$ cat src/rtl/ft12_pkg.sv
// Shared types and constants of the FT1.2 frame builder.
package ft12_pkg;

    localparam logic [7:0] START_BYTE  = 8'h68;
    localparam logic [7:0] CTRL_FIRST  = 8'h73;
    localparam logic [7:0] CTRL_SECOND = 8'h53;
    localparam logic [7:0] STOP_BYTE   = 8'h16;
    localparam logic [7:0] ACK_BYTE    = 8'hE5;

    // command queue between front and back
    localparam int QUEUE_DEPTH = 4;
    localparam int QPTR_W      = $clog2(QUEUE_DEPTH);
    localparam int QCNT_W      = QPTR_W + 1;

    // one classified payload byte
    typedef struct packed {
        logic       first;  // opens a frame: header goes out ahead of it
        logic       last;   // closes a frame: trailer follows it
        logic       ack;    // acknowledge byte after the stop byte
        logic [7:0] hdr;    // length field, L+1
        logic [7:0] ctrl;   // control byte of this frame
        logic [7:0] data;   // payload byte
        logic [7:0] sum;    // checksum including this byte
    } t_cmd;

    typedef struct packed {
        logic full;
        logic empty;
    } t_fifo_status;

    typedef enum logic [3:0] {
        PH_NEW,
        PH_START0,
        PH_LEN0,
        PH_LEN1,
        PH_START1,
        PH_CTRL,
        PH_DATA,
        PH_SUM,
        PH_STOP,
        PH_ACK
    } t_phase;

endpackage

$ cat src/rtl/ft12_front.sv
// Front end: accepts payload bytes, tracks frame state, builds commands.
module ft12_front (
    input  logic                  i_clk,
    input  logic                  i_rst_n,
    input  logic                  i_in_valid,
    output logic                  o_in_ready,
    input  logic [7:0]            i_payload_byte,
    input  logic [7:0]            i_payload_length,
    input  logic                  i_append_ack,
    input  ft12_pkg::t_fifo_status i_fifo_status,
    output logic                  o_push,
    output ft12_pkg::t_cmd        o_cmd
);

    logic       r_toggle;
    logic [7:0] r_bytes_left;
    logic [7:0] r_running_sum;
    logic       n_toggle;
    logic [7:0] n_bytes_left;
    logic [7:0] n_running_sum;

    logic       w_first;
    logic [7:0] w_len;
    logic [7:0] w_ctrl;
    logic [7:0] w_base;
    logic [7:0] w_left;
    logic [7:0] w_sum;
    logic [7:0] w_left_next;

    assign o_in_ready = !i_fifo_status.full;
    assign o_push     = i_in_valid && o_in_ready;

    always_comb begin
        w_first     = (r_bytes_left == 8'd0);
        w_len       = (i_payload_length == 8'd0) ? 8'd1 : i_payload_length;
        w_ctrl      = r_toggle ? ft12_pkg::CTRL_SECOND : ft12_pkg::CTRL_FIRST;
        w_base      = w_first ? w_ctrl : r_running_sum;
        w_left      = w_first ? w_len : r_bytes_left;
        w_sum       = w_base + i_payload_byte;
        w_left_next = w_left - 8'd1;

        o_cmd.first = w_first;
        o_cmd.last  = (w_left_next == 8'd0);
        o_cmd.ack   = i_append_ack;
        o_cmd.hdr   = w_len + 8'd1;
        o_cmd.ctrl  = w_ctrl;
        o_cmd.data  = i_payload_byte;
        o_cmd.sum   = w_sum;

        n_toggle      = r_toggle;
        n_bytes_left  = r_bytes_left;
        n_running_sum = r_running_sum;
        if (o_push) begin
            n_toggle      = r_toggle ^ w_first;
            n_bytes_left  = w_left_next;
            n_running_sum = o_cmd.last ? 8'd0 : w_sum;
        end
    end

    always_ff @(posedge i_clk) begin
        if (!i_rst_n) begin
            r_toggle      <= 1'b0;
            r_bytes_left  <= 8'd0;
            r_running_sum <= 8'd0;
        end else begin
            r_toggle      <= n_toggle;
            r_bytes_left  <= n_bytes_left;
            r_running_sum <= n_running_sum;
        end
    end

endmodule

$ cat src/rtl/ft12_cmd_fifo.sv
// Short command queue between front and back ends.
module ft12_cmd_fifo (
    input  logic                   i_clk,
    input  logic                   i_rst_n,
    input  logic                   i_push,
    input  ft12_pkg::t_cmd         i_cmd,
    input  logic                   i_pop,
    output ft12_pkg::t_cmd         o_cmd,
    output ft12_pkg::t_fifo_status o_status
);

    localparam logic [ft12_pkg::QPTR_W-1:0] LAST_PTR =
        ft12_pkg::QPTR_W'(ft12_pkg::QUEUE_DEPTH - 1);
    localparam logic [ft12_pkg::QCNT_W-1:0] FULL_CNT =
        ft12_pkg::QCNT_W'(ft12_pkg::QUEUE_DEPTH);

    ft12_pkg::t_cmd r_mem [ft12_pkg::QUEUE_DEPTH];
    logic [ft12_pkg::QPTR_W-1:0] r_wr_ptr;
    logic [ft12_pkg::QPTR_W-1:0] r_rd_ptr;
    logic [ft12_pkg::QCNT_W-1:0] r_count;
    logic [ft12_pkg::QPTR_W-1:0] n_wr_ptr;
    logic [ft12_pkg::QPTR_W-1:0] n_rd_ptr;
    logic [ft12_pkg::QCNT_W-1:0] n_count;
    logic w_push;
    logic w_pop;

    assign o_status.full  = (r_count == FULL_CNT);
    assign o_status.empty = (r_count == '0);
    assign o_cmd          = r_mem[r_rd_ptr];

    always_comb begin
        w_push   = i_push && !o_status.full;
        w_pop    = i_pop && !o_status.empty;
        n_wr_ptr = r_wr_ptr;
        n_rd_ptr = r_rd_ptr;
        n_count  = r_count;
        if (w_push) begin
            n_wr_ptr = (r_wr_ptr == LAST_PTR) ? '0 : r_wr_ptr + 1'b1;
        end
        if (w_pop) begin
            n_rd_ptr = (r_rd_ptr == LAST_PTR) ? '0 : r_rd_ptr + 1'b1;
        end
        if (w_push && !w_pop) begin
            n_count = r_count + 1'b1;
        end else if (w_pop && !w_push) begin
            n_count = r_count - 1'b1;
        end
    end

    always_ff @(posedge i_clk) begin
        if (!i_rst_n) begin
            r_wr_ptr <= '0;
            r_rd_ptr <= '0;
            r_count  <= '0;
        end else begin
            r_wr_ptr <= n_wr_ptr;
            r_rd_ptr <= n_rd_ptr;
            r_count  <= n_count;
        end
    end

    always_ff @(posedge i_clk) begin
        if (w_push) begin
            r_mem[r_wr_ptr] <= i_cmd;
        end
    end

endmodule

$ cat src/rtl/ft12_back.sv
// Back end: sequences header, payload and trailer bytes onto the line.
module ft12_back (
    input  logic           i_clk,
    input  logic           i_rst_n,
    input  ft12_pkg::t_cmd i_cmd,
    input  logic           i_cmd_valid,
    output logic           o_cmd_pop,
    output logic           o_out_valid,
    input  logic           i_out_ready,
    output logic [7:0]     o_line_byte,
    output logic           o_frame_end
);

    ft12_pkg::t_phase r_phase;
    ft12_pkg::t_phase n_phase;
    ft12_pkg::t_phase w_cur;

    logic       r_out_valid;
    logic [7:0] r_line_byte;
    logic       r_frame_end;
    logic       w_slot;
    logic       w_step;
    logic [7:0] w_byte;
    logic       w_end;

    assign o_out_valid = r_out_valid;
    assign o_line_byte = r_line_byte;
    assign o_frame_end = r_frame_end;

    always_ff @(posedge i_clk) begin
        if (!i_rst_n) begin
            r_phase <= ft12_pkg::PH_NEW;
        end else begin
            r_phase <= n_phase;
        end
    end

    always_comb begin
        w_slot    = !r_out_valid || i_out_ready;
        w_cur     = r_phase;
        if (r_phase == ft12_pkg::PH_NEW) begin
            w_cur = i_cmd.first ? ft12_pkg::PH_START0 : ft12_pkg::PH_DATA;
        end
        n_phase   = r_phase;
        w_step    = 1'b0;
        o_cmd_pop = 1'b0;
        w_byte    = 8'd0;
        w_end     = 1'b0;
        if (i_cmd_valid && w_slot) begin
            w_step = 1'b1;
            unique case (w_cur)
                ft12_pkg::PH_START0: begin
                    w_byte  = ft12_pkg::START_BYTE;
                    n_phase = ft12_pkg::PH_LEN0;
                end
                ft12_pkg::PH_LEN0: begin
                    w_byte  = i_cmd.hdr;
                    n_phase = ft12_pkg::PH_LEN1;
                end
                ft12_pkg::PH_LEN1: begin
                    w_byte  = i_cmd.hdr;
                    n_phase = ft12_pkg::PH_START1;
                end
                ft12_pkg::PH_START1: begin
                    w_byte  = ft12_pkg::START_BYTE;
                    n_phase = ft12_pkg::PH_CTRL;
                end
                ft12_pkg::PH_CTRL: begin
                    w_byte  = i_cmd.ctrl;
                    n_phase = ft12_pkg::PH_DATA;
                end
                ft12_pkg::PH_DATA: begin
                    w_byte = i_cmd.data;
                    if (i_cmd.last) begin
                        n_phase = ft12_pkg::PH_SUM;
                    end else begin
                        n_phase   = ft12_pkg::PH_NEW;
                        o_cmd_pop = 1'b1;
                    end
                end
                ft12_pkg::PH_SUM: begin
                    w_byte  = i_cmd.sum;
                    n_phase = ft12_pkg::PH_STOP;
                end
                ft12_pkg::PH_STOP: begin
                    w_byte = ft12_pkg::STOP_BYTE;
                    if (i_cmd.ack) begin
                        n_phase = ft12_pkg::PH_ACK;
                    end else begin
                        w_end     = 1'b1;
                        n_phase   = ft12_pkg::PH_NEW;
                        o_cmd_pop = 1'b1;
                    end
                end
                ft12_pkg::PH_ACK: begin
                    w_byte    = ft12_pkg::ACK_BYTE;
                    w_end     = 1'b1;
                    n_phase   = ft12_pkg::PH_NEW;
                    o_cmd_pop = 1'b1;
                end
                default: begin
                    w_step  = 1'b0;
                    n_phase = ft12_pkg::PH_NEW;
                end
            endcase
        end
    end

    always_ff @(posedge i_clk) begin
        if (!i_rst_n) begin
            r_out_valid <= 1'b0;
        end else if (w_slot) begin
            r_out_valid <= w_step;
        end
    end

    always_ff @(posedge i_clk) begin
        if (w_slot && w_step) begin
            r_line_byte <= w_byte;
            r_frame_end <= w_end;
        end
    end

endmodule

$ cat src/rtl/ft12_frame_builder_unit.sv
// Top level of the FT1.2 variable-length frame builder.
// An accepted payload byte passes the command queue, then the line register.
// One line byte per cycle while the queue holds a command and the receiver is ready;
//   a frame's first byte adds 5 header bytes, its last byte 2 or 3 more (sum, stop, ack).
// The 4-entry command queue lets input keep flowing while header/trailer bytes drain.
// Reset (synchronous, active low): queue empty, no frame open, next control 0x73, ack on.
module ft12_frame_builder_unit (
    input  logic       i_clk,
    input  logic       i_rst_n,
    // payload byte transactions
    input  logic       i_in_valid,
    output logic       o_in_ready,
    input  logic [7:0] i_payload_byte,
    input  logic [7:0] i_payload_length,
    // line byte transactions
    output logic       o_out_valid,
    input  logic       i_out_ready,
    output logic [7:0] o_line_byte,
    output logic       o_frame_end,
    // append_ack register
    input  logic       i_cfg_wr_en,
    input  logic       i_cfg_wr_data
);

    // Configuration: append_ack. The user must change it only between frames, so the
    // front end can stamp it into each command; the block does not enforce this.
    logic r_append_ack;

    always_ff @(posedge i_clk) begin
        if (!i_rst_n) begin
            r_append_ack <= 1'b1;
        end else if (i_cfg_wr_en) begin
            r_append_ack <= i_cfg_wr_data;
        end
    end

    logic                   w_push;
    logic                   w_pop;
    ft12_pkg::t_cmd         w_cmd_in;
    ft12_pkg::t_cmd         w_cmd_head;
    ft12_pkg::t_fifo_status w_fifo_status;

    // Front: frame tracking, length/control/checksum per payload byte.
    ft12_front u_front (
        .i_clk            (i_clk),
        .i_rst_n          (i_rst_n),
        .i_in_valid       (i_in_valid),
        .o_in_ready       (o_in_ready),
        .i_payload_byte   (i_payload_byte),
        .i_payload_length (i_payload_length),
        .i_append_ack     (r_append_ack),
        .i_fifo_status    (w_fifo_status),
        .o_push           (w_push),
        .o_cmd            (w_cmd_in)
    );

    // Queue: decouples input acceptance from header/trailer bursts.
    ft12_cmd_fifo u_fifo (
        .i_clk    (i_clk),
        .i_rst_n  (i_rst_n),
        .i_push   (w_push),
        .i_cmd    (w_cmd_in),
        .i_pop    (w_pop),
        .o_cmd    (w_cmd_head),
        .o_status (w_fifo_status)
    );

    // Back: byte sequencer feeding the output register.
    ft12_back u_back (
        .i_clk       (i_clk),
        .i_rst_n     (i_rst_n),
        .i_cmd       (w_cmd_head),
        .i_cmd_valid (!w_fifo_status.empty),
        .o_cmd_pop   (w_pop),
        .o_out_valid (o_out_valid),
        .i_out_ready (i_out_ready),
        .o_line_byte (o_line_byte),
        .o_frame_end (o_frame_end)
    );

    // The closing byte of a frame is always the stop or acknowledge byte.
    a_end_byte: assert property (@(posedge i_clk) disable iff (!i_rst_n)
        (o_out_valid && o_frame_end) |->
            (o_line_byte == ft12_pkg::STOP_BYTE || o_line_byte == ft12_pkg::ACK_BYTE))
        else $error("frame_end on a byte that is neither stop nor ack");

    // A frame may close on the stop byte only with acknowledge turned off.
    a_stop_end: assert property (@(posedge i_clk) disable iff (!i_rst_n)
        (o_out_valid && o_frame_end && o_line_byte == ft12_pkg::STOP_BYTE) |->
            !r_append_ack)
        else $error("frame closed on stop byte while ack is enabled");

    // Input back-pressure comes only from a full queue.
    a_ready_full: assert property (@(posedge i_clk) disable iff (!i_rst_n)
        !o_in_ready |-> w_fifo_status.full)
        else $error("input stalled with room in the queue");

    // The back end never pops an empty queue.
    a_no_underrun: assert property (@(posedge i_clk) disable iff (!i_rst_n)
        w_pop |-> !w_fifo_status.empty)
        else $error("command popped from an empty queue");

endmodule

$ cat config.mk
export PLATFORM = sky130hd
export DESIGN_NAME = ft12_frame_builder_unit
export DESIGN_NICKNAME = d
export VERILOG_FILES = /design/src/rtl/ft12_pkg.sv /design/src/rtl/ft12_front.sv /design/src/rtl/ft12_cmd_fifo.sv /design/src/rtl/ft12_back.sv /design/src/rtl/ft12_frame_builder_unit.sv
export SDC_FILE = /design/constraint.sdc
export NUM_CORES = 1
export LEC_CHECK = 0
export CELL_PAD_IN_SITES_DETAIL_PLACEMENT = 0
export CELL_PAD_IN_SITES_GLOBAL_PLACEMENT = 2
export CORE_MARGIN = 10
export CORE_UTILIZATION = 49
export CTS_BUF_LIST = sky130_fd_sc_hd__clkbuf_16
export CTS_CLUSTER_SIZE = 14
export DETAILED_ROUTE_END_ITERATION = 10
export DONT_BUFFER_PORTS = 1
export PLACE_DENSITY_LB_ADDON = 0.1
export SETUP_SLACK_MARGIN = 0.1
export SYNTH_ARGS = -nofsm -noshare
export SYNTH_HDL_FRONTEND = slang
export SYNTH_SLANG_ARGS = --single-unit
$ cat constraint.sdc
create_clock -name i_clk -period 6.5 [get_ports i_clk]
set_input_delay 0.65 -clock i_clk [delete_from_list [all_inputs] [get_ports i_clk]]
set_output_delay 0.65 -clock i_clk [all_outputs]
set_load 0.02 [all_outputs]
==> impl_metrics.tcl <==
set metrics [dict create \
    syn-num-nets 520 \
    clockBufferDepth 2 \
    antennaDiodeCount 0 \
    tns_ns 0 \
    grtUsageTotal_pct 15.4 \
    power.density_nw_per_um2 523 \
    ys_types 57 \
    synthTopCellsByArea "edfxtp_1 53%, dfxtp_1 9.4%, mux4_2 8.6%, ha_1 2.7%, a21oi_1 1.8%" \
    ir_drop_v 0.000348 \
    wl_per_cell_um 21.5 \
    period_minus_slack_ns 3.41 \
    drt_iter0_markers 329 \
    worstSkewPairLatency_ns 0.43 \
    cp_data_arrival_time_ns 3.77 \
    wirelength_um 14700 \
    hold_depth 1 \
    core-area_um2 13800 \
    routed-via-count 4040 \
    drc 0 \
    yosysMostFrequentCell "edfxtp_1" \
    critPathMaxFanout 13 \
    synth_area_per_cell_um2 14.2 \
    grt_start_max_net_pins 31 \
    area.growth.synth_to_final_pct 12.4 \
    max_freq_mhz 293 \
    num_io_pins 33 \
    overflow 0 \
    tightest_slew_ns 0.791 \
    h-tree-depth 4 \
    design_power_total_mw 4.01 \
    gr-usage-met1_pct 20.7 \
    synth_edf_count 121 \
    skew_ns 0.00761 \
    netlist_area_um2 6830 \
    worst_slack_ns 3.09 \
    grtUsageMet2_pct 22.6 \
    synth-main-ff-cell "edfxtp_1" \
    viasPerCell 5.93 \
    ys_seq_area_share_pct 62.6 \
    rsz0062_at_grt "no" \
    p_leak_nw 2.63 \
    grt_pass1_wl_um 23100 \
    status "completed" \
    hold_viol_final 0 \
    post_dp_cell_area_um2 7030 \
    cts_tree "done" \
    final_area_um2 7680 \
    endpoint_kind "flip-flop" \
    drive_above_1_share_pct 16.4 \
    dp_worst_setup_slack_ns 3.10 \
    chipHeight_um 138 \
    startpoint_type "flip-flop" \
    die-area_um2 19100 \
    cts.hold.buffers_added 0 \
    drv_cap 0 \
    finalCritPeriodShare_pct 52.4 \
    rr_startpoint "u_front.r_bytes_left[6]" \
    portBuffers 0 \
    use_met3_pct 4.97 \
    async_flop_share_pct 0 \
    postCtsSetupBuffers 0 \
    reg2reg_depth 11 \
    min_from "i_rst_n" \
    yosys_warnings 0 \
    synth_top_cells_by_count "121 x edfxtp_1, 32 x dfxtp_1, 32 x nand2_1" \
    clock_sinks 153 \
    hold_class "primary input to flip-flop" \
    ys_seq_elements 153 \
    worstPathRequired_ns 6.87 \
    grt_busiest_layer "met2" \
    grt_antenna_before_repair 0 \
    gp_congestion 0.884 \
    root_buffer "clkbuf_16" \
    r2r_end "u_front.r_running_sum[3]" \
    r2r_slack_ns 3.09 \
    synthCells 481 \
    cts_buffers 17 \
    dp_hpwl_um 9790 \
    path_class "flip-flop to flip-flop" \
    yosysTopAreaCell "edfxtp_1" \
    yosysTopAreaCellShare_pct 53.2 \
    drt_pass1_iterations 4 \
    rows 43 \
    start_util_pct 49.6 \
    clk_pin_slew_ns 0.06 \
    fin_nets 527 \
    setup_violations 0 \
    max_slew_margin_pct 47.3 \
    whs_ns 0.288 \
    hold_end "r_append_ack" \
    slew_violations 0 \
    grt_pass1_vias 3907 \
    ant_nets 0 \
    die_w_um 138 \
    cts_resized 0 \
]
[critical path: stages (launching register included)]
cell	delay [ns]
dfxtp_1	0.38
nor4_4	0.43
nand2_1	0.38
inv_2	0.26
a21oi_1	0.12
ha_1	0.27
nor2b_1	0.17
and3_1	0.19
o32ai_1	0.41
nor4_2	0.12
a41oi_2	0.41
a22o_1	0.21
[metrics by stage]
stage | std cells | utilization [%]
after global placement | 649 | 51.1
after CTS | 681 | 55.8
final | 681 | 55.8
after global routing | 681 | 55.8
after floorplan | 481 | -
after detailed placement | 649 | 51.1
[final cells by class]
type                       instances  area (um2)
clock buffer                      17         425
clock inverter                    15         221
fill                            1151        6090
inverter                          16        60.1
multi-input combinational        294        2430
sequential                       153        4280
tap                              180         225
timing repair buffer               6        45.0
[sequential cells by signal, summed over array words and instances, names as in the netlist, named ones only]
register               flops
u_fifo.r_rd_ptr            2
u_front.r_running_sum      8
u_fifo.r_wr_ptr            2
u_back.o_out_valid         1
u_back.o_frame_end         1
u_front.r_bytes_left       8
u_back.o_line_byte         8
r_append_ack               1
u_fifo.r_mem             112
u_front.r_toggle           1
u_fifo.r_count             3
u_back.r_phase             4
[cell usage in the layout (no fill, tap or decap), types with 6 or more instances in the layout]
cell type,n
a22oi_1,7
xor2_1,7
inv_1,15
a22o_1,9
a21oi_1,24
ha_1,15
nor2b_1,6
nand3_1,8
xnor2_1,10
edfxtp_1,121
o21ai_0,13
nor2_1,30
and3_1,7
a31oi_1,7
mux4_2,26
dfxtp_1,31
nand2_1,32
buf_4,6
clkbuf_16,17
nand2b_1,13
nor3_1,8
[cell families after synthesis]
| logic type | share of synthesized area (%) |
|---|---|
| XOR/XNOR | 2.18 |
| AND/OR/NAND/NOR | 10.0 |
| AO/OA/AOI/OAI | 9.83 |
| multiplexers | 10.1 |
| adder cells (fa/ha/maj) | 3.33 |
| flip-flops | 62.6 |
| buffers and inverters | 1.98 |
[how the worst max path moves through the flow]
stage                       startpoint                       end  cells after the start
5_1_grt        u_front.r_bytes_left[6]  u_front.r_running_sum[5]                     11
4_1_cts                      flip-flop         u_fifo.r_count[2]                     11
6_report       u_front.r_bytes_left[6]  u_front.r_running_sum[3]                     11
2_1_floorplan      i_payload_length[2]  u_front.r_running_sum[0]                     12
3_5_place_dp                 flip-flop         u_fifo.r_count[2]                     11
3_3_place_gp                 flip-flop         u_fifo.r_count[2]                     11
[power breakdown]
part | switching, mW | internal (mW) | leakage [nW]
clock network | 0.391 | 0.681 | 0.309
registers | 0.170 | 1.40 | 1.38
logic | 0.823 | 0.549 | 0.943
[per-layer routing]
metal	wire length (um)	vias to the layer above
li1	-	1879
met1	6800	2027
met2	6770	114
met3	860	20
met4	240	0
met5	0	-
Note: power is estimated with default switching activity, not from simulation.
